[src/design/upd_pkg.sv]
`default_nettype none

package upd_pkg;

    // character codes
    localparam logic [7:0] CH_PLUS    = 8'h2B;
    localparam logic [7:0] CH_PERCENT = 8'h25;
    localparam logic [7:0] CH_SPACE   = 8'h20;

    // decoded-group queue
    localparam int QUEUE_DEPTH = 2;
    localparam int GROUP_MAX   = 3;

    // up to three decoded bytes produced by one input word
    typedef struct packed {
        logic [1:0]                 n;
        logic [GROUP_MAX-1:0][7:0]  bytes;
        logic                       last;
    } upd_group_t;

    // queue status seen by front and top level
    typedef struct packed {
        logic full;
        logic empty;
    } upd_qstat_t;

endpackage

`default_nettype wire

[src/design/upd_front.sv]
`default_nettype none

module upd_front
    import upd_pkg::*;
(
    input  wire logic       clk,
    input  wire logic       rst_n,
    input  wire logic       in_valid,
    output logic            in_ready,
    input  wire logic [7:0] in_byte,
    input  wire logic       in_last,
    input  wire upd_qstat_t q_stat,
    output logic            push,
    output upd_group_t      group
);

    typedef enum logic [1:0] {
        P_NONE,
        P_PCT,
        P_DIGIT
    } pend_t;

    pend_t       state_reg;
    pend_t       state_next;
    logic [7:0]  digit_reg;
    logic [7:0]  digit_next;
    logic        accept;
    logic        hex;
    logic        fresh_pct;
    logic [7:0]  fresh_out;
    logic [1:0]  n;

    function automatic logic is_hex(input logic [7:0] b);
        return (b >= 8'h30 && b <= 8'h39) || (b >= 8'h41 && b <= 8'h46) ||
               (b >= 8'h61 && b <= 8'h66);
    endfunction

    // digits map straight from the low nibble, letters a-f sit nine above it
    function automatic logic [3:0] hex_val(input logic [7:0] b);
        return b[6] ? (b[3:0] + 4'd9) : b[3:0];
    endfunction

    assign in_ready = !q_stat.full;
    assign accept   = in_valid && in_ready;

    // classify the word against what is held
    always_comb
    begin
        group      = '0;
        n          = 2'd0;
        state_next = state_reg;
        digit_next = digit_reg;
        hex        = is_hex(in_byte);
        fresh_pct  = (in_byte == CH_PERCENT);
        fresh_out  = (in_byte == CH_PLUS) ? CH_SPACE : in_byte;

        unique case (state_reg)
            P_NONE:
            begin
                if (fresh_pct)
                begin
                    state_next = P_PCT;
                end
                else
                begin
                    group.bytes[0] = fresh_out;
                    n              = 2'd1;
                end
            end
            P_PCT:
            begin
                if (hex)
                begin
                    state_next = P_DIGIT;
                    digit_next = in_byte;
                end
                else
                begin
                    // broken escape: percent out, word decoded afresh
                    group.bytes[0] = CH_PERCENT;
                    if (fresh_pct)
                    begin
                        n          = 2'd1;
                        state_next = P_PCT;
                    end
                    else
                    begin
                        group.bytes[1] = fresh_out;
                        n              = 2'd2;
                        state_next     = P_NONE;
                    end
                end
            end
            P_DIGIT:
            begin
                if (hex)
                begin
                    group.bytes[0] = {hex_val(digit_reg), hex_val(in_byte)};
                    n              = 2'd1;
                    state_next     = P_NONE;
                end
                else
                begin
                    // broken escape: percent and held digit out
                    group.bytes[0] = CH_PERCENT;
                    group.bytes[1] = digit_reg;
                    if (fresh_pct)
                    begin
                        n          = 2'd2;
                        state_next = P_PCT;
                    end
                    else
                    begin
                        group.bytes[2] = fresh_out;
                        n              = 2'd3;
                        state_next     = P_NONE;
                    end
                end
            end
            default:
            begin
                state_next = P_NONE;
            end
        endcase

        // end of string: flush what is held
        if (in_last)
        begin
            if (state_next == P_PCT)
            begin
                group.bytes[n] = CH_PERCENT;
                n              = n + 2'd1;
            end
            else if (state_next == P_DIGIT)
            begin
                group.bytes[0] = CH_PERCENT;
                group.bytes[1] = digit_next;
                n              = 2'd2;
            end
            state_next = P_NONE;
            digit_next = 8'h00;
        end

        group.n    = n;
        group.last = in_last;
    end

    assign push = accept && (n != 2'd0);

    // held escape state
    always_ff @(posedge clk or negedge rst_n)
    begin
        if (!rst_n)
        begin
            state_reg <= P_NONE;
            digit_reg <= 8'h00;
        end
        else if (accept)
        begin
            state_reg <= state_next;
            digit_reg <= digit_next;
        end
    end

endmodule

`default_nettype wire

[src/design/upd_queue.sv]
`default_nettype none

module upd_queue
    import upd_pkg::*;
(
    input  wire logic        clk,
    input  wire logic        rst_n,
    input  wire logic        push,
    input  wire upd_group_t  push_group,
    input  wire logic        pop,
    output upd_group_t       pop_group,
    output logic             pop_valid,
    output upd_qstat_t       q_stat
);

    localparam int PTR_BITS = (QUEUE_DEPTH > 1) ? $clog2(QUEUE_DEPTH) : 1;
    localparam int LVL_BITS = $clog2(QUEUE_DEPTH + 1);

    upd_group_t           mem [QUEUE_DEPTH];
    logic [PTR_BITS-1:0]  wr_ptr_reg;
    logic [PTR_BITS-1:0]  rd_ptr_reg;
    logic [LVL_BITS-1:0]  level_reg;
    logic [LVL_BITS-1:0]  level_next;

    function automatic logic [PTR_BITS-1:0] ptr_inc(input logic [PTR_BITS-1:0] p);
        return (p == PTR_BITS'(QUEUE_DEPTH - 1)) ? '0 : p + 1'b1;
    endfunction

    assign q_stat.full  = (level_reg == LVL_BITS'(QUEUE_DEPTH));
    assign q_stat.empty = (level_reg == '0);
    assign pop_valid    = !q_stat.empty;
    assign pop_group    = mem[rd_ptr_reg];

    // occupancy
    always_comb
    begin
        level_next = level_reg;
        if (push && !pop)
            level_next = level_reg + 1'b1;
        else if (pop && !push)
            level_next = level_reg - 1'b1;
    end

    // pointers and level
    always_ff @(posedge clk or negedge rst_n)
    begin
        if (!rst_n)
        begin
            wr_ptr_reg <= '0;
            rd_ptr_reg <= '0;
            level_reg  <= '0;
        end
        else
        begin
            if (push)
                wr_ptr_reg <= ptr_inc(wr_ptr_reg);
            if (pop)
                rd_ptr_reg <= ptr_inc(rd_ptr_reg);
            level_reg <= level_next;
        end
    end

    // storage
    always_ff @(posedge clk)
    begin
        if (push)
            mem[wr_ptr_reg] <= push_group;
    end

endmodule

`default_nettype wire

[src/design/upd_back.sv]
`default_nettype none

module upd_back
    import upd_pkg::*;
#(
    parameter int COUNT_BITS = 16
)
(
    input  wire logic                   clk,
    input  wire logic                   rst_n,
    input  wire upd_group_t             q_group,
    input  wire logic                   q_valid,
    output logic                        pop,
    output logic                        out_valid,
    input  wire logic                   out_ready,
    output logic [7:0]                  out_byte,
    output logic                        out_last,
    output logic [COUNT_BITS-1:0]       byte_count
);

    localparam logic [COUNT_BITS-1:0] CNT_MAX = '1;

    upd_group_t              cur_reg;
    logic                    cur_valid_reg;
    logic [1:0]              idx_reg;
    logic                    out_valid_reg;
    logic [7:0]              out_byte_reg;
    logic                    out_last_reg;
    logic [COUNT_BITS-1:0]   byte_count_reg;
    logic [COUNT_BITS-1:0]   cnt_reg;
    logic [COUNT_BITS-1:0]   cnt_inc;
    logic [COUNT_BITS-1:0]   cnt_next;
    logic                    cur_done;
    logic                    end_of_str;
    logic                    load_out;

    assign cur_done   = (idx_reg == (cur_reg.n - 2'd1));
    assign end_of_str = cur_reg.last && cur_done;
    assign load_out   = cur_valid_reg && (!out_valid_reg || out_ready);
    assign pop        = q_valid && (!cur_valid_reg || (load_out && cur_done));

    // saturating running count, cleared after the last byte of a string
    assign cnt_inc  = (cnt_reg == CNT_MAX) ? cnt_reg : cnt_reg + 1'b1;
    assign cnt_next = end_of_str ? '0 : cnt_inc;

    assign out_valid  = out_valid_reg;
    assign out_byte   = out_byte_reg;
    assign out_last   = out_last_reg;
    assign byte_count = byte_count_reg;

    // group walker, counter and output valid
    always_ff @(posedge clk or negedge rst_n)
    begin
        if (!rst_n)
        begin
            cur_valid_reg <= 1'b0;
            idx_reg       <= 2'd0;
            out_valid_reg <= 1'b0;
            cnt_reg       <= '0;
        end
        else
        begin
            if (pop)
            begin
                cur_valid_reg <= 1'b1;
                idx_reg       <= 2'd0;
            end
            else if (load_out && cur_done)
            begin
                cur_valid_reg <= 1'b0;
            end
            else if (load_out)
            begin
                idx_reg <= idx_reg + 2'd1;
            end

            if (load_out)
            begin
                out_valid_reg <= 1'b1;
                cnt_reg       <= cnt_next;
            end
            else if (out_ready)
            begin
                out_valid_reg <= 1'b0;
            end
        end
    end

    // payload registers
    always_ff @(posedge clk)
    begin
        if (pop)
            cur_reg <= q_group;
        if (load_out)
        begin
            out_byte_reg   <= cur_reg.bytes[idx_reg];
            out_last_reg   <= end_of_str;
            byte_count_reg <= cnt_inc;
        end
    end

endmodule

`default_nettype wire

[src/design/url_percent_decoder.sv]
// url_percent_decoder: streaming form-urlencoded text decoder
//
// input channel (in_valid/in_ready): one encoded character per word in
// in_byte, with in_last on the final character of a string. output channel
// (out_valid/out_ready): one decoded byte per word, out_last on the final
// byte of a string, byte_count the saturating count of bytes so far.
//
// an input word yields zero to three output words. the front holds a pending
// percent sign and hex digit; the back walks each group out one byte a cycle
// while out_ready is high. words pass the group queue, current-group register
// and output register in turn. throughput is one input word per cycle while
// groups hold one byte and out_ready is high; larger groups take longer to go
// out; the two-entry queue absorbs that until it fills, then in_ready drops.
//
// reset clears the pending escape, the queue, the counter and out_valid.
// when the receiver stalls, the output register holds its word and the queue
// keeps accepting input until both queue entries are taken.
`default_nettype none

module url_percent_decoder
    import upd_pkg::*;
#(
    parameter int COUNT_BITS = 16
)
(
    input  wire logic                   clk,
    input  wire logic                   rst_n,
    input  wire logic                   in_valid,
    output logic                        in_ready,
    input  wire logic [7:0]             in_byte,
    input  wire logic                   in_last,
    output logic                        out_valid,
    input  wire logic                   out_ready,
    output logic [7:0]                  out_byte,
    output logic                        out_last,
    output logic [COUNT_BITS-1:0]       byte_count
);

    logic        push;
    upd_group_t  push_group;
    logic        pop;
    upd_group_t  pop_group;
    logic        pop_valid;
    upd_qstat_t  q_stat;

    // escape tracking and grouping
    upd_front u_front (
        .clk      (clk),
        .rst_n    (rst_n),
        .in_valid (in_valid),
        .in_ready (in_ready),
        .in_byte  (in_byte),
        .in_last  (in_last),
        .q_stat   (q_stat),
        .push     (push),
        .group    (push_group)
    );

    // group queue
    upd_queue u_queue (
        .clk        (clk),
        .rst_n      (rst_n),
        .push       (push),
        .push_group (push_group),
        .pop        (pop),
        .pop_group  (pop_group),
        .pop_valid  (pop_valid),
        .q_stat     (q_stat)
    );

    // byte serializer and counter
    upd_back #(
        .COUNT_BITS (COUNT_BITS)
    ) u_back (
        .clk        (clk),
        .rst_n      (rst_n),
        .q_group    (pop_group),
        .q_valid    (pop_valid),
        .pop        (pop),
        .out_valid  (out_valid),
        .out_ready  (out_ready),
        .out_byte   (out_byte),
        .out_last   (out_last),
        .byte_count (byte_count)
    );

    // queue never full and empty at once
    assert property (@(posedge clk) disable iff (!rst_n)
        !(q_stat.full && q_stat.empty))
        else $error("group queue status inconsistent");

    // no push into a full queue
    assert property (@(posedge clk) disable iff (!rst_n)
        push |-> !q_stat.full)
        else $error("push into full group queue");

    // every output word has been counted
    assert property (@(posedge clk) disable iff (!rst_n)
        out_valid |-> (byte_count != '0))
        else $error("output word with zero count");

    // a new string restarts the count
    assert property (@(posedge clk) disable iff (!rst_n)
        (out_valid && out_ready && out_last) |=>
            (!out_valid || (byte_count == COUNT_BITS'(1))))
        else $error("count not restarted after last byte");

endmodule

`default_nettype wire

[config.mk]
export PLATFORM = sky130hd
export DESIGN_NAME = url_percent_decoder
export DESIGN_NICKNAME = d
export VERILOG_FILES = /design/src/design/upd_pkg.sv /design/src/design/upd_front.sv /design/src/design/upd_queue.sv /design/src/design/upd_back.sv /design/src/design/url_percent_decoder.sv
export SDC_FILE = /design/constraint.sdc
export NUM_CORES = 1
export LEC_CHECK = 0
export ABC_AREA = 1
export BUFFER_PORTS_ARGS = -buffer_cell sky130_fd_sc_hd__buf_2
export CAP_MARGIN = 15
export CORE_UTILIZATION = 50
export CTS_BUF_LIST = sky130_fd_sc_hd__clkbuf_8
export CTS_CLUSTER_SIZE = 28
export DETAILED_ROUTE_END_ITERATION = 6
export PLACE_DENSITY = 0.73
export SYNTH_ARGS = -nofsm -noshare
export SYNTH_HDL_FRONTEND = slang
export SYNTH_SLANG_ARGS = --single-unit
[constraint.sdc]
create_clock -name clk -period 4.6 [get_ports clk]
set_input_delay 0 -clock clk [delete_from_list [all_inputs] [get_ports clk]]
set_output_delay 0 -clock clk [all_outputs]
set_load 0.02 [all_outputs]
---- Word-level counts from Yosys, hierarchy flattened ----
Memory sizes are Yosys's and may differ from the RTL's. A register that Yosys moved wholly into a read port is not among the register bits.
Cells that the tools add are included.
operators by class
  add/subtract/negate cells ............... 10
  $lt $le $gt $ge ......................... 9
  equal/unequal tests ..................... 10
  multiplexer cells ....................... 51
  bitwise gates (word level) .............. 3
  reductions and logical operators ........ 30
operators by type and width
  kind                                                            number
  two-way mux 16 bit                                              6
  two-way mux 8 bit                                               10
  two-way mux 2 bit                                               15
  two-way mux 24 bit                                              1
  one-hot mux 8 bit (3 select lines)                              1
  adder 16 x 1 -> 16 bit, second input constant                   1
  binary-select mux 8 bit (select 2 bit)                          1
  demux 8 bit (select 2 bit)                                      1
  == test 16 bit, second input constant                           1
  == test 8 x 6 -> 1 bit, second input constant                   2
  >= comparator 8 x 7 -> 1 bit, second input constant             2
  less-or-equal comparator 8 x 7 -> 1 bit, second input constant  2
  one-hot mux 8 bit (2 select lines)                              1
  AND 15 bit                                                      1
  inverter 15 bit                                                 1
  logical AND 1 bit                                               12
  one-hot mux 2 bit (3 select lines)                              2
  two-way mux 1 bit                                               11
  nonzero test 2 bit                                              5
  bitwise OR 9 bit                                                1
  adder 4 bit, second input constant                              2
  >= comparator 8 x 6 -> 1 bit, second input constant             1
  less-or-equal comparator 8 x 6 -> 1 bit, second input constant  1
  two-way mux 4 bit                                               2
  13 further kinds                                                30
word-level totals
  bits in registers ....................... 59
  memory bits (writable) .................. 54
  bits of input ports ..................... 13
  output and inout port bits .............. 27
  logic and storage cells ................. 126
  memories ................................ 1
memory list
  name         depth  bits a word  read ports  clocked after Yosys merged registers in  wr ports  RTL line         source
  u_queue.mem  2      27           1           1                                        1         upd_queue.sv:19  upd_group_t mem [QUEUE_DEPTH];

---- Longest topological paths before layout ----
Gate-level depths: netlist of the first run.
  word-level depth ........................ 16
  mapped depth ............................ 20
  gate-level depth less buffers ........... 20

---- By module ----
From an unflattened synthesis of the first run, not the netlist that was laid out.
second synthesis, totals
  cells, all modules ...................... 674
  area, all modules ....................... 7033.0 um^2
by module, submodules not included
  module     instances  cells an instance  area an instance (um^2)  seq. area each (um^2)
  upd_back   1          302                3181.8                   2062.0
  upd_queue  1          110                2258.4                   1721.7
  upd_front  1          262                1592.8                   250.2

---- Worst setup path before layout of the first run ----
Ideal clock, no wire load.
  path type ............................... register to register
  from .................................... register u_front.state_reg[1]
  to ...................................... memory u_queue.mem[1][0] (netlist bit) (enable)
  setup time .............................. 0.411 ns
  data arrival time ....................... 2.898 ns
  data required time ...................... 4.189 ns
  setup slack ............................. 1.291 ns
  cell stages (with the launch flop) ...... 14
  buffers on the path ..................... 1
  clock period less this slack ............ 3.309 ns
  cells stage by stage .................... dfrtp_1 > inv_1 > ha_1 > buf_2 > inv_1 > o211ai_1 > nand2_1 > inv_1 > ha_1 > nand2_1 > nand2_2 > nand2_2 > nand2_2 > nor2_1
between the ends
  word-level cells in the longest chain between the ends .. 10
  elaborated cells between the ends (all ways) .. 16
  those cells by class .................... add/sub: 1; eq/ne: 4; mux: 8; reduce/logical: 3
RTL lines
  element                                      RTL line          source
  start: declaration                           upd_front.sv:23   pend_t state_reg;
  start signal: assignment                     upd_front.sv:160  state_reg <= state_next;
  == test 2 bit, or another cell as far along  upd_front.sv:57   unique case (state_reg)
  one-hot mux 2 bit (3 select lines)           upd_front.sv:57
  == test 2 bit                                upd_front.sv:134  else if (state_next == P_DIGIT)
  two-way mux 2 bit                            upd_front.sv:134
  two-way mux 2 bit                            upd_front.sv:129  if (state_next == P_PCT)
  two-way mux 2 bit (*)                        upd_front.sv:127  if (in_last)
  nonzero test 2 bit (*)                       upd_front.sv:148  assign push = accept && (n != 2'd0);
  logical AND 1 bit (*)                        upd_front.sv:148
  two-way mux 1 bit (*)                        upd_queue.sv:66   if (push)
  two-way mux 1 bit (implied by the code) (*)  upd_queue.sv:67   mem[wr_ptr_reg] <= push_group;
  end: declaration                             upd_queue.sv:19
Every way passes the cells marked *; elsewhere a longest branch is shown, timed or not.

---- Final worst setup path of the first run ----
  from .................................... register u_front.state_reg[1]
  to ...................................... memory u_queue.mem[0][6] (netlist bit) (enable)
The elaborated chain is that of the path after synthesis.

==> out/summary.txt, run 1 <==
Clk_lat worst skew: 460 ps
Post-synth top area cell: edfxtp_1
Max_cap viols: 0
Die width: 117 um
Cell mode on critical path: inv_1
Initial antenna violation count: 0
P per Cell Area: 587 nW/um2
Final Core Density: 58.2%
Post-Synthesis Cells: 596
DR pass1 iterations: 5
Drt total wl: 13,300 um
CTS max path bufs: 2
Tot Pwr: 4.35 mW
Hold Slack: 86.0 ps
Slew HR: 22.9%
H-tree levels: 4
Flip-flop and latch count after synthesis: 140
Setup TNS: 0 ps
Clock-pin slew on the worst setup and hold paths: 80 ps
Max Fclk: 302 MHz
# diodes: 0
CTS tree: done
Dpl hpwl: 9690 um
Worst path max stage delay: 770 ps
Worst min-delay path class: primary input to flip-flop
Setup slack at placement: 1320 ps
Worst Skew: 13.4 ps
Port bufs: 39
Number of buffers created by CTS: 17
Die height: 117 um
Max VDD drop: 208 uV
Syn Nets: 623
Placed cell area: 6910 um2
GRT overflow: 0
Endpoint class of the critical path: flip-flop
Sink Count: 140
Worst Tran Pin Value: 1160 ps
Fin crit period: 3310 ps
Post-route DRC: 0
Critical Path, Cell by Cell: inv_1 > ha_1 > inv_1 > o211ai_1 > nand2_1 > inv_1 > ha_1 > nand2_1 > nand2_2 > nand2_2 > nand3_1 > inv_1
Largest net degree at the start of global routing: 39
Crit path DAT: 3380 ps
IO Count: 40
Via Count: 4,539
Core ar.: 12,700 um2
Leakage Power: 3.04 nW
Period utilization: 71.9%
DP Cell Count: 794
Initial core utilization: 51.6%
Setup-failing EPs final: 0
WL/cell: 16.0 um
Crit path launch type: flip-flop
Setup ws final: 1290 ps
Buf/Inv on CP: 4
FP Rows: 41
First-pass GRT wire length: 21,500 um
Post-synthesis area per instance: 11.0 um2
Vias in the first global route: 4,439
Yosys cell types: 44
Final ANT Viol Nets: 0
Root Driver: clkbuf_8
FFs w/ async S/R, synth: 24.3%
RSZ-0062 raised after global routing: no
Area contributors post-synth: edfxtp_1 (49%), dfrtp_1 (13%), nand2_1 (5.8%)
Sequential share of the synthesized area: 61.5%
Postcts setup bufs: 0
Final Slew Violations: 0
Final hold violations: 0
Primary FF master, synth: edfxtp_1
Starting DRT DRC Count: 418
Share of post-route cells with drive strength above 1: 20.0%
All-Layer GR Usage: 21.4%
Finished Layout Cells: 833
Max reg flops: 54
Critical path peak fanout: 27
Worst EP required: 4670 ps
Post-route cell area: 7410 um2
P&R area growth vs syn: 12.9%
DIE AREA: 13,600 um2
Syn. warnings: 0
Post-synth top cells: edfxtp_1 (106), nand2_1 (102), inv_1 (68)
WS Path Type: flip-flop to flip-flop
Nets: 675
Most common cell in the synthesized netlist: edfxtp_1
Slowest CP cell: inv_1
Share of the synthesized area in the top cell type: 48.5%
Post-CTS sizing: 0
Synth Cell Area: 6560 um2
Status: complete, no violations
Post-synth EDFFs: 106
Vias per cell: 5.45
Final GP Congestion: 1.04
Critical path's top delay family: buffers and inverters
-- layout by cell type, fill, tap and decap left out, types with 3 or more instances in the layout --
| cell type | count |
|---|---|
| a21oi_1 | 18 |
| a22oi_1 | 3 |
| buf_2 | 39 |
| clkbuf_8 | 17 |
| dfrtp_1 | 34 |
| dlygate4sd3_1 | 7 |
| edfxtp_1 | 106 |
| ha_1 | 14 |
| inv_1 | 68 |
| inv_2 | 6 |
| inv_6 | 6 |
| mux2_2 | 27 |
| nand2_1 | 102 |
| nand2_2 | 8 |
| nand3_1 | 28 |
| nand4_1 | 7 |
| nor2_1 | 41 |
| nor2_2 | 3 |
| nor3_1 | 5 |
| o21a_1 | 3 |
| o21ai_0 | 43 |
| o22ai_1 | 14 |
| o31ai_1 | 9 |
| o32ai_1 | 3 |
| xnor2_1 | 7 |
| xor2_1 | 6 |
-- cell type report --
cell class	instances	area, um2
clock inverter	15	193
clock buffer	17	234
fill	1064	5310
timing repair buffer	48	280
sequential	140	4030
multi-input combinational	365	2160
tap	172	215
inverter	76	289
-- worst paths after layout --
kind | slack (ps) | start | cells after the start | end
max | 1290 | u_front.state_reg[1]$_DFFE_PN0P_ | 12 | u_queue.mem[0][6]$_DFFE_PP_
min | 90 | in_byte[1] | 3 | u_front.digit_reg[1]$_DFFE_PN0P_
max reg2reg | 1290 | u_front.state_reg[1]$_DFFE_PN0P_ | 12 | u_queue.mem[0][6]$_DFFE_PP_
min reg2reg | 500 | u_back.out_valid$_DFFE_PN0P_ | 2 | u_back.out_valid$_DFFE_PN0P_
max in group asynchronous | 3940 | rst_n | 2 | u_front.state_reg[1]$_DFFE_PN0P_
min in group asynchronous | 150 | rst_n | 2 | u_back.cnt_reg[11]$_DFFE_PN0P_
-- per-layer routing --
metal	vias to the layer above	routed length (um)	track usage (%)
li1	2174	-	-
met1	2191	5490	24.7
met2	144	6670	36.9
met3	30	682	5.14
met4	0	478	11.2
met5	-	0	0
-- what timing repair did --
| item | in CTS | in global routing |
|---|---|---|
| endpoints found under the hold margin | 43 | 0 |
| setup endpoints to repair | 0 | 0 |
| hold buffers | 7 | 0 |
-- worst register-to-register path, cell delays in order, from the launching register on --
cell      delay [ps]
dfrtp_1          410
inv_1            150
ha_1             370
inv_1            210
o211ai_1         210
nand2_1          140
inv_1             90
ha_1             240
nand2_1           90
nand2_2           60
nand2_2           80
nand3_1          100
inv_1            770
-- power by group --
group          internal, mW  total (mW)  switching (mW)
Combinational         0.402        1.15           0.750
Sequential             1.93        2.16           0.224
Clock                 0.509        1.04           0.530
Total                  2.84        4.35            1.50
-- cells by family (layout without fill, tap and decap cells) --
| group | after synthesis | in the layout | share of synthesized area [%] |
|---|---|---|---|
| AOI/OAI and AO/OA | 106 | 106 | 9.61 |
| xor gates and xnor gates | 15 | 15 | 2.23 |
| adders and majority gates | 14 | 14 | 2.67 |
| buffers and inverters | 91 | 156 | 5.59 |
| DFF | 140 | 140 | 61.5 |
| muxes | 27 | 27 | 4.63 |
| and+or+nand+nor | 203 | 203 | 13.8 |
Note: power is estimated with default switching activity, not from simulation.
==> run 2: changes to the inputs <==
ABC_AREA = 0   (was 1)
PLACE_DENSITY = 0.75   (was 0.73)
clock period = 2.9 ns   (was 4.6 ns; I/O delays follow)
==> run 2 against run 1 <==
- routed wire length grew 4.7%
- global-route usage shrank 0.15 points
- sequential share of layout area shrank 3.4 points
- area after synthesis grew 3.7%
- hold slack lost 57 ps
- count of clock-buffer cells in the layout is the same
- cell count shrank 1.8%
- die area grew 3.6%
- utilization grew 1.4 points
- setup slack lost 1200 ps
- critical path depth grew 4
- clock skew grew 0.71 ps
==> out/summary.txt, run 2 <==
Share of post-route cells with drive strength above 1: 25.4%
RSZ-0062 raised after global routing: yes
Die height: 119 um
Critical path peak fanout: 4
First-pass GRT wire length: 22,900 um
Setup TNS: 0 ps
WS Path Type: flip-flop to flip-flop
Dpl hpwl: 9870 um
Endpoint class of the critical path: flip-flop
Synth Cell Area: 6800 um2
# diodes: 0
Most common cell in the synthesized netlist: edfxtp_1
Yosys cell types: 66
Main combinational cell family by area after synthesis: compound AO/OA/AOI/OAI gates
Max VDD drop: 389 uV
Post-synth top area cell: edfxtp_1
Core ar.: 13,200 um2
H-tree levels: 4
Slew HR: 40.6%
Root Driver: clkbuf_8
Sink Count: 140
Area contributors post-synth: edfxtp_1 (47%), dfrtp_1 (13%), mux2_2 (4.8%)
Worst Skew: 14.1 ps
P per Cell Area: 782 nW/um2
FP Rows: 42
Worst Tran Pin Value: 882 ps
Number of buffers created by CTS: 17
Crit path DAT: 3150 ps
GRT Max-Usage Layer: met2
Status: complete, no violations
Most frequent cells in the layout: edfxtp_1 (106), nand2_1 (65), buf_2 (39), o21ai_0 (36)
Clk_lat worst skew: 440 ps
Post-synth top cells: edfxtp_1 (106), nand2_1 (65), o21ai_0 (36)
Most common cell after layout, fill and taps aside: edfxtp_1
GRT overflow: 0
Starting DRT DRC Count: 426
Fin crit period: 2820 ps
Complex-gate fraction of the synthesized area: 13.7%
Met1 usage in global routing: 25.2%
Buf/Inv on CP: 3
DR pass1 iterations: 5
Placed cell area: 7390 um2
Post-route DRC: 0
Worst min-delay path class: primary input to flip-flop
DIE AREA: 14,100 um2
WL/cell: 17.0 um
Hold_sp: in_last
FF-to-FF Start: u_front.state_reg[1]$_DFFE_PN0P_
Finished Layout Cells: 818
Worst EP required: 3220 ps
Period utilization: 97.4%
Nets: 656
Critical R2R Capture: u_queue.level_reg[1]$_DFFE_PN0P_
Primary FF master, synth: edfxtp_1
Post-synthesis area per instance: 12.1 um2
IO Count: 40
Post-route cell area: 7900 um2
Initial core utilization: 51.4%
Vias per cell: 5.79
Max_cap viols: 0
Clock-pin slew on the worst setup and hold paths: 80 ps
Post-Synthesis Cells: 563
Syn Nets: 590
Flip-flop and latch count after synthesis: 140
Initial antenna violation count: 0
Met2 Use GR: 35.6%
Port bufs: 39
CP Depth: 16
DP Cell Count: 777
Via Count: 4,738
Share of the synthesized area in the top cell type: 46.8%
Crit path launch type: flip-flop
Min-Delay Endpoint: u_queue.mem[0][0]$_DFFE_PP_
R2r setup slk: 80 ps
Worst path max stage delay: 410 ps
Post-synthesis simple-gate area fraction: 12.3%
Setup slack at placement: 25.2 ps
Vias in the first global route: 4,659
Max reg flops: 54
P&R area growth vs syn: 16.2%
Adder-cell share of the synthesized area: 2.57%
Max Fclk: 354 MHz
CTS max path bufs: 2
Final Core Density: 59.7%
Slowest CP cell: dfrtp_1
Worst Hold Depth: 1
FFs w/ async S/R, synth: 24.3%
Final ANT Viol Nets: 0
Die width: 119 um
Met3 GRT Util: 5.36%
FF-to-FF path depth: 16
Xor/xnor share of the synthesized area: 2.57%
Setup ws final: 76.3 ps
Syn. warnings: 0
Final hold violations: 0
Post-synth EDFFs: 106
Mux cell area share after synthesis: 6.62%
Leakage Power: 2.97 nW
Critical Path, Cell by Cell: inv_2 > ha_4 > clkinvlp_4 > a211oi_4 > nor2_1 > a211o_1 > inv_2 > ha_4 > and2_4 > nand4_1 > o31ai_4 > nor2_2 > ha_2 > xor2_2 > nor2_2 > xor2_1
CTS tree: done
Drt total wl: 13,900 um
Final Slew Violations: 0
Largest net degree at the start of global routing: 35
Final GP Congestion: 1.02
Sequential share of the synthesized area: 59.3%
Setup-failing EPs final: 0
All-Layer GR Usage: 21.2%
Critical path's top delay family: compound AO/OA/AOI/OAI gates
==> run 2: worst reg2reg max path, cell delays in order, from the launching register on <==
cell        delay (ps)
dfrtp_1            410
inv_2               90
ha_4               160
clkinvlp_4         110
a211oi_4           220
nor2_1              70
a211o_1            320
inv_2               80
ha_4               200
and2_4             130
nand4_1            130
o31ai_4            120
nor2_2             130
ha_2               200
xor2_2             140
nor2_2              60
xor2_1             130
==> run 2: report_power, final <==
| group | internal, mW | switching (mW) | total (mW) |
|---|---|---|---|
| combinational | 0.649 | 0.966 | 1.62 |
| clock | 0.847 | 0.746 | 1.59 |
| sequential | 2.77 | 0.207 | 2.97 |
==> run 2: cell type report <==
cell class | instances | area (um2)
tap | 176 | 220
inverter | 17 | 67.6
clock inverter | 15 | 171
clock buffer | 17 | 234
timing repair buffer | 78 | 523
multi-input combinational | 375 | 2650
fill | 1062 | 5340
sequential | 140 | 4040
==> run 2: worst max-delay path by stage <==
| stage | end | slack, ps | start |
|---|---|---|---|
| after floorplan | u_queue.mem[1][0]$_DFFE_PP_ | -340 | u_front.state_reg[1]$_DFFE_PN0P_ |
| after global placement | u_queue.level_reg[1]$_DFFE_PN0P_ | 140 | in_byte[1] |
| after detailed placement | u_queue.mem[1][18]$_DFFE_PP_ | 30 | in_byte[1] |
| after CTS | u_queue.mem[1][16]$_DFFE_PP_ | 60 | u_front.state_reg[1]$_DFFE_PN0P_ |
| after global routing | u_queue.level_reg[1]$_DFFE_PN0P_ | -90 | u_front.state_reg[1]$_DFFE_PN0P_ |
| final | u_queue.level_reg[1]$_DFFE_PN0P_ | 80 | u_front.state_reg[1]$_DFFE_PN0P_ |
==> run 2: stage by stage <==
step / hold slack, ps / power, mW
2_1_floorplan: -296 / 4.12
3_3_place_gp: 158 / 4.56
3_5_place_dp: 173 / 4.62
4_1_cts: 1.05 / 6.21
5_1_grt: 1.41 / 6.51
6_report: 28.7 / 6.18
==> run 2: logic make-up after synthesis <==
group | Yosys count
flip-flops | 140
adder cells (fa/ha/maj) | 14
XOR/XNOR | 20
AND/OR/NAND/NOR | 166
AO/OA/AOI/OAI | 134
buffers and inverters | 48
multiplexers | 41
==> run 2: what timing repair did <==
item                                    in CTS  in global routing
hold buffers                                 4                  0
endpoints found under the setup margin       0                 61
resized for setup                            0                  7
buffers inserted                             0                  5
hold endpoints to repair                    37                  0
==> run 2: per-layer routing <==
layer	up-vias	routed length, um
li1	2248	-
met1	2296	5910
met2	161	6990
met3	33	679
met4	0	358
met5	-	0
==> run 3: changes to the inputs <==
CORE_UTILIZATION = 38   (was 50)
PLACE_DENSITY = 0.61   (was 0.75)
RECOVER_POWER = 25   (was not set)
==> run 3 against run 2 <==
- the flow now finishes with violations (max-capacitance violations, max-slew violations)
- non-clock buffer count down 3
- via count down 1.4%
- register-to-register slack better by 80 ps
- setup slack better by 79 ps
- count of clock-buffer cells in the layout up 2
- cell count up 5.6%
==> out/summary.txt, run 3 (synthesis results as in run 2) <==
Status: finished, violations left
Failing checks: max-capacitance violations, max-slew violations
Sink Count: 140
Setup-failing EPs final: 0
Final GP Congestion: 0.891
Clock-pin slew on the worst setup and hold paths: 80 ps
Worst Skew: 16.1 ps
Most common cell after layout, fill and taps aside: edfxtp_1
Starting DRT DRC Count: 266
First-pass GRT wire length: 23,400 um
P&R area growth vs syn: 16.7%
Sw frac: 30.4%
Worst min-delay path class: primary input to flip-flop
RSZ-0062 raised after global routing: yes
Sw power: 1.91 mW
Share of post-route cells with drive strength above 1: 20.7%
Worst path max stage delay: 420 ps
Slowest CP cell: dfrtp_1
Period utilization: 94.6%
WS Path Type: flip-flop to flip-flop
Met2 Use GR: 27.0%
Number of buffers created by CTS: 17
Most frequent cells in the layout: edfxtp_1 (106), nand2_1 (65), o21ai_0 (36), dfrtp_1 (33), nor2_1 (31)
Max_cap viols: 2
Post-route cell area: 7940 um2
Finished Layout Cells: 864
Worst Tran Pin Value: 2140 ps
Leakage Power: 2.90 nW
Max VDD drop: 296 uV
Max reg flops: 54
Critical Path, Cell by Cell: inv_2 > ha_4 > clkinvlp_4 > a211oi_4 > nor2_1 > a211o_1 > inv_2 > ha_4 > and2_4 > nand4_1 > o31ai_4 > nor3b_4 > buf_12
Comb pwr share: 25.1%
DIE AREA: 18,400 um2
Drt total wl: 14,200 um
Tot Pwr: 6.28 mW
Crit path DAT: 2870 ps
Sequential power share: 47.3%
Met3 GRT Util: 3.37%
Via Count: 4,670
Dpl hpwl: 10,100 um
Placed cell area: 7470 um2
Endpoint class of the critical path: flip-flop
Die height: 136 um
DP Cell Count: 828
Final Core Density: 45.6%
Max Fclk: 364 MHz
Nets: 653
Root Driver: clkbuf_8
# diodes: 0
All-Layer GR Usage: 16.5%
CTS max path bufs: 2
Met1 usage in global routing: 21.0%
Post-route DRC: 0
Final Slew Violations: 64
Critical path peak fanout: 27
Slew HR: -43.0%
DR pass1 iterations: 5
GRT Max-Usage Layer: met2
Initial antenna violation count: 0
H-tree levels: 4
Hold Slack: 25.8 ps
Die width: 136 um
Clk_lat worst skew: 430 ps
Internal: 4.37 mW
Vias in the first global route: 4,565
GRT overflow: 0
Port bufs: 39
Largest net degree at the start of global routing: 35
Worst EP required: 3020 ps
Final hold violations: 0
IO Count: 40
Vias per cell: 5.41
CTS tree: done
Final ANT Viol Nets: 0
P per Cell Area: 791 nW/um2
Crit path launch type: flip-flop
WL/cell: 16.5 um
Clock power frac: 27.6%
FP Rows: 48
Initial core utilization: 39.1%
Core ar.: 17,400 um2
Fin crit period: 2740 ps
-- run 3: cell count changes in the layout (fill, tap and decap cells not counted), moves of 2 or more --
cell,delta
clkbuf_1,+29
buf_4,-3
buf_2,-28
clkbuf_8,+2
clkinvlp_4,-4
clkinv_4,+2
-- run 3: repair_timing --
item	in CTS	in global routing
endpoints found under the setup margin	0	41
setup buffers	0	1
hold buffers	3	0
gates resized for setup	0	5
hold endpoints to repair	36	0
-- run 3: path summary, 6_finish.rpt --
check,to,from,slack (ps),depth (start not counted)
setup / recovery,u_queue.mem[1][18]$_DFFE_PP_,u_front.state_reg[1]$_DFFE_PN0P_,160,13
setup reg to reg,u_queue.mem[1][18]$_DFFE_PP_,u_front.state_reg[1]$_DFFE_PN0P_,160,13
max in group asynchronous,u_front.state_reg[0]$_DFFE_PN0P_,rst_n,780,2
min in group asynchronous,u_back.cnt_reg[15]$_DFFE_PN0P_,rst_n,730,2
hold reg to reg,u_queue.level_reg[1]$_DFFE_PN0P_,u_queue.level_reg[1]$_DFFE_PN0P_,520,1
hold / removal,u_front.digit_reg[1]$_DFFE_PN0P_,in_byte[1],30,3
-- run 3: cell type report --
type | count | area, um2
Timing Repair Buffer | 75 | 459
Tap cell | 225 | 282
Clock inverter | 13 | 186
Fill cell | 1612 | 9480
Inverter | 17 | 67.6
Multi-Input combinational cell | 375 | 2650
Sequential cell | 140 | 4040
Clock buffer | 19 | 262
-- run 3: through the flow --
step | setup slack, ps | TNS, ps
floorplan | -340 | -17650
global route | 0.0997 | 0
global placement | 116 | 0
CTS | 69.1 | 0
finish | 156 | 0
detailed placement | 19.9 | 0
-- run 3: power groups by stage --
stage	clock, mW	combinational (mW)	sequential (mW)
finish	1.73	1.57	2.97
floorplan	0	1.02	3.10
global placement	0	1.60	3.00
global route	1.86	1.76	3.02
CTS	1.78	1.64	2.97
detailed placement	0	1.62	3.01
-- run 3: routing by layer --
layer	up-vias	share of wire, %
li1	2242	-
met1	2264	45
met2	140	48
met3	24	4.7
met4	0	2.0
met5	-	0
-- run 3: critical path: cells and delay by family (launching register included) --
kind                       cells  cell delay (ps)
adders and majority gates      2              360
buffers and inverters          4              490
AOI/OAI and AO/OA              3              600
and+or+nand+nor                4              540
DFF                            1              420
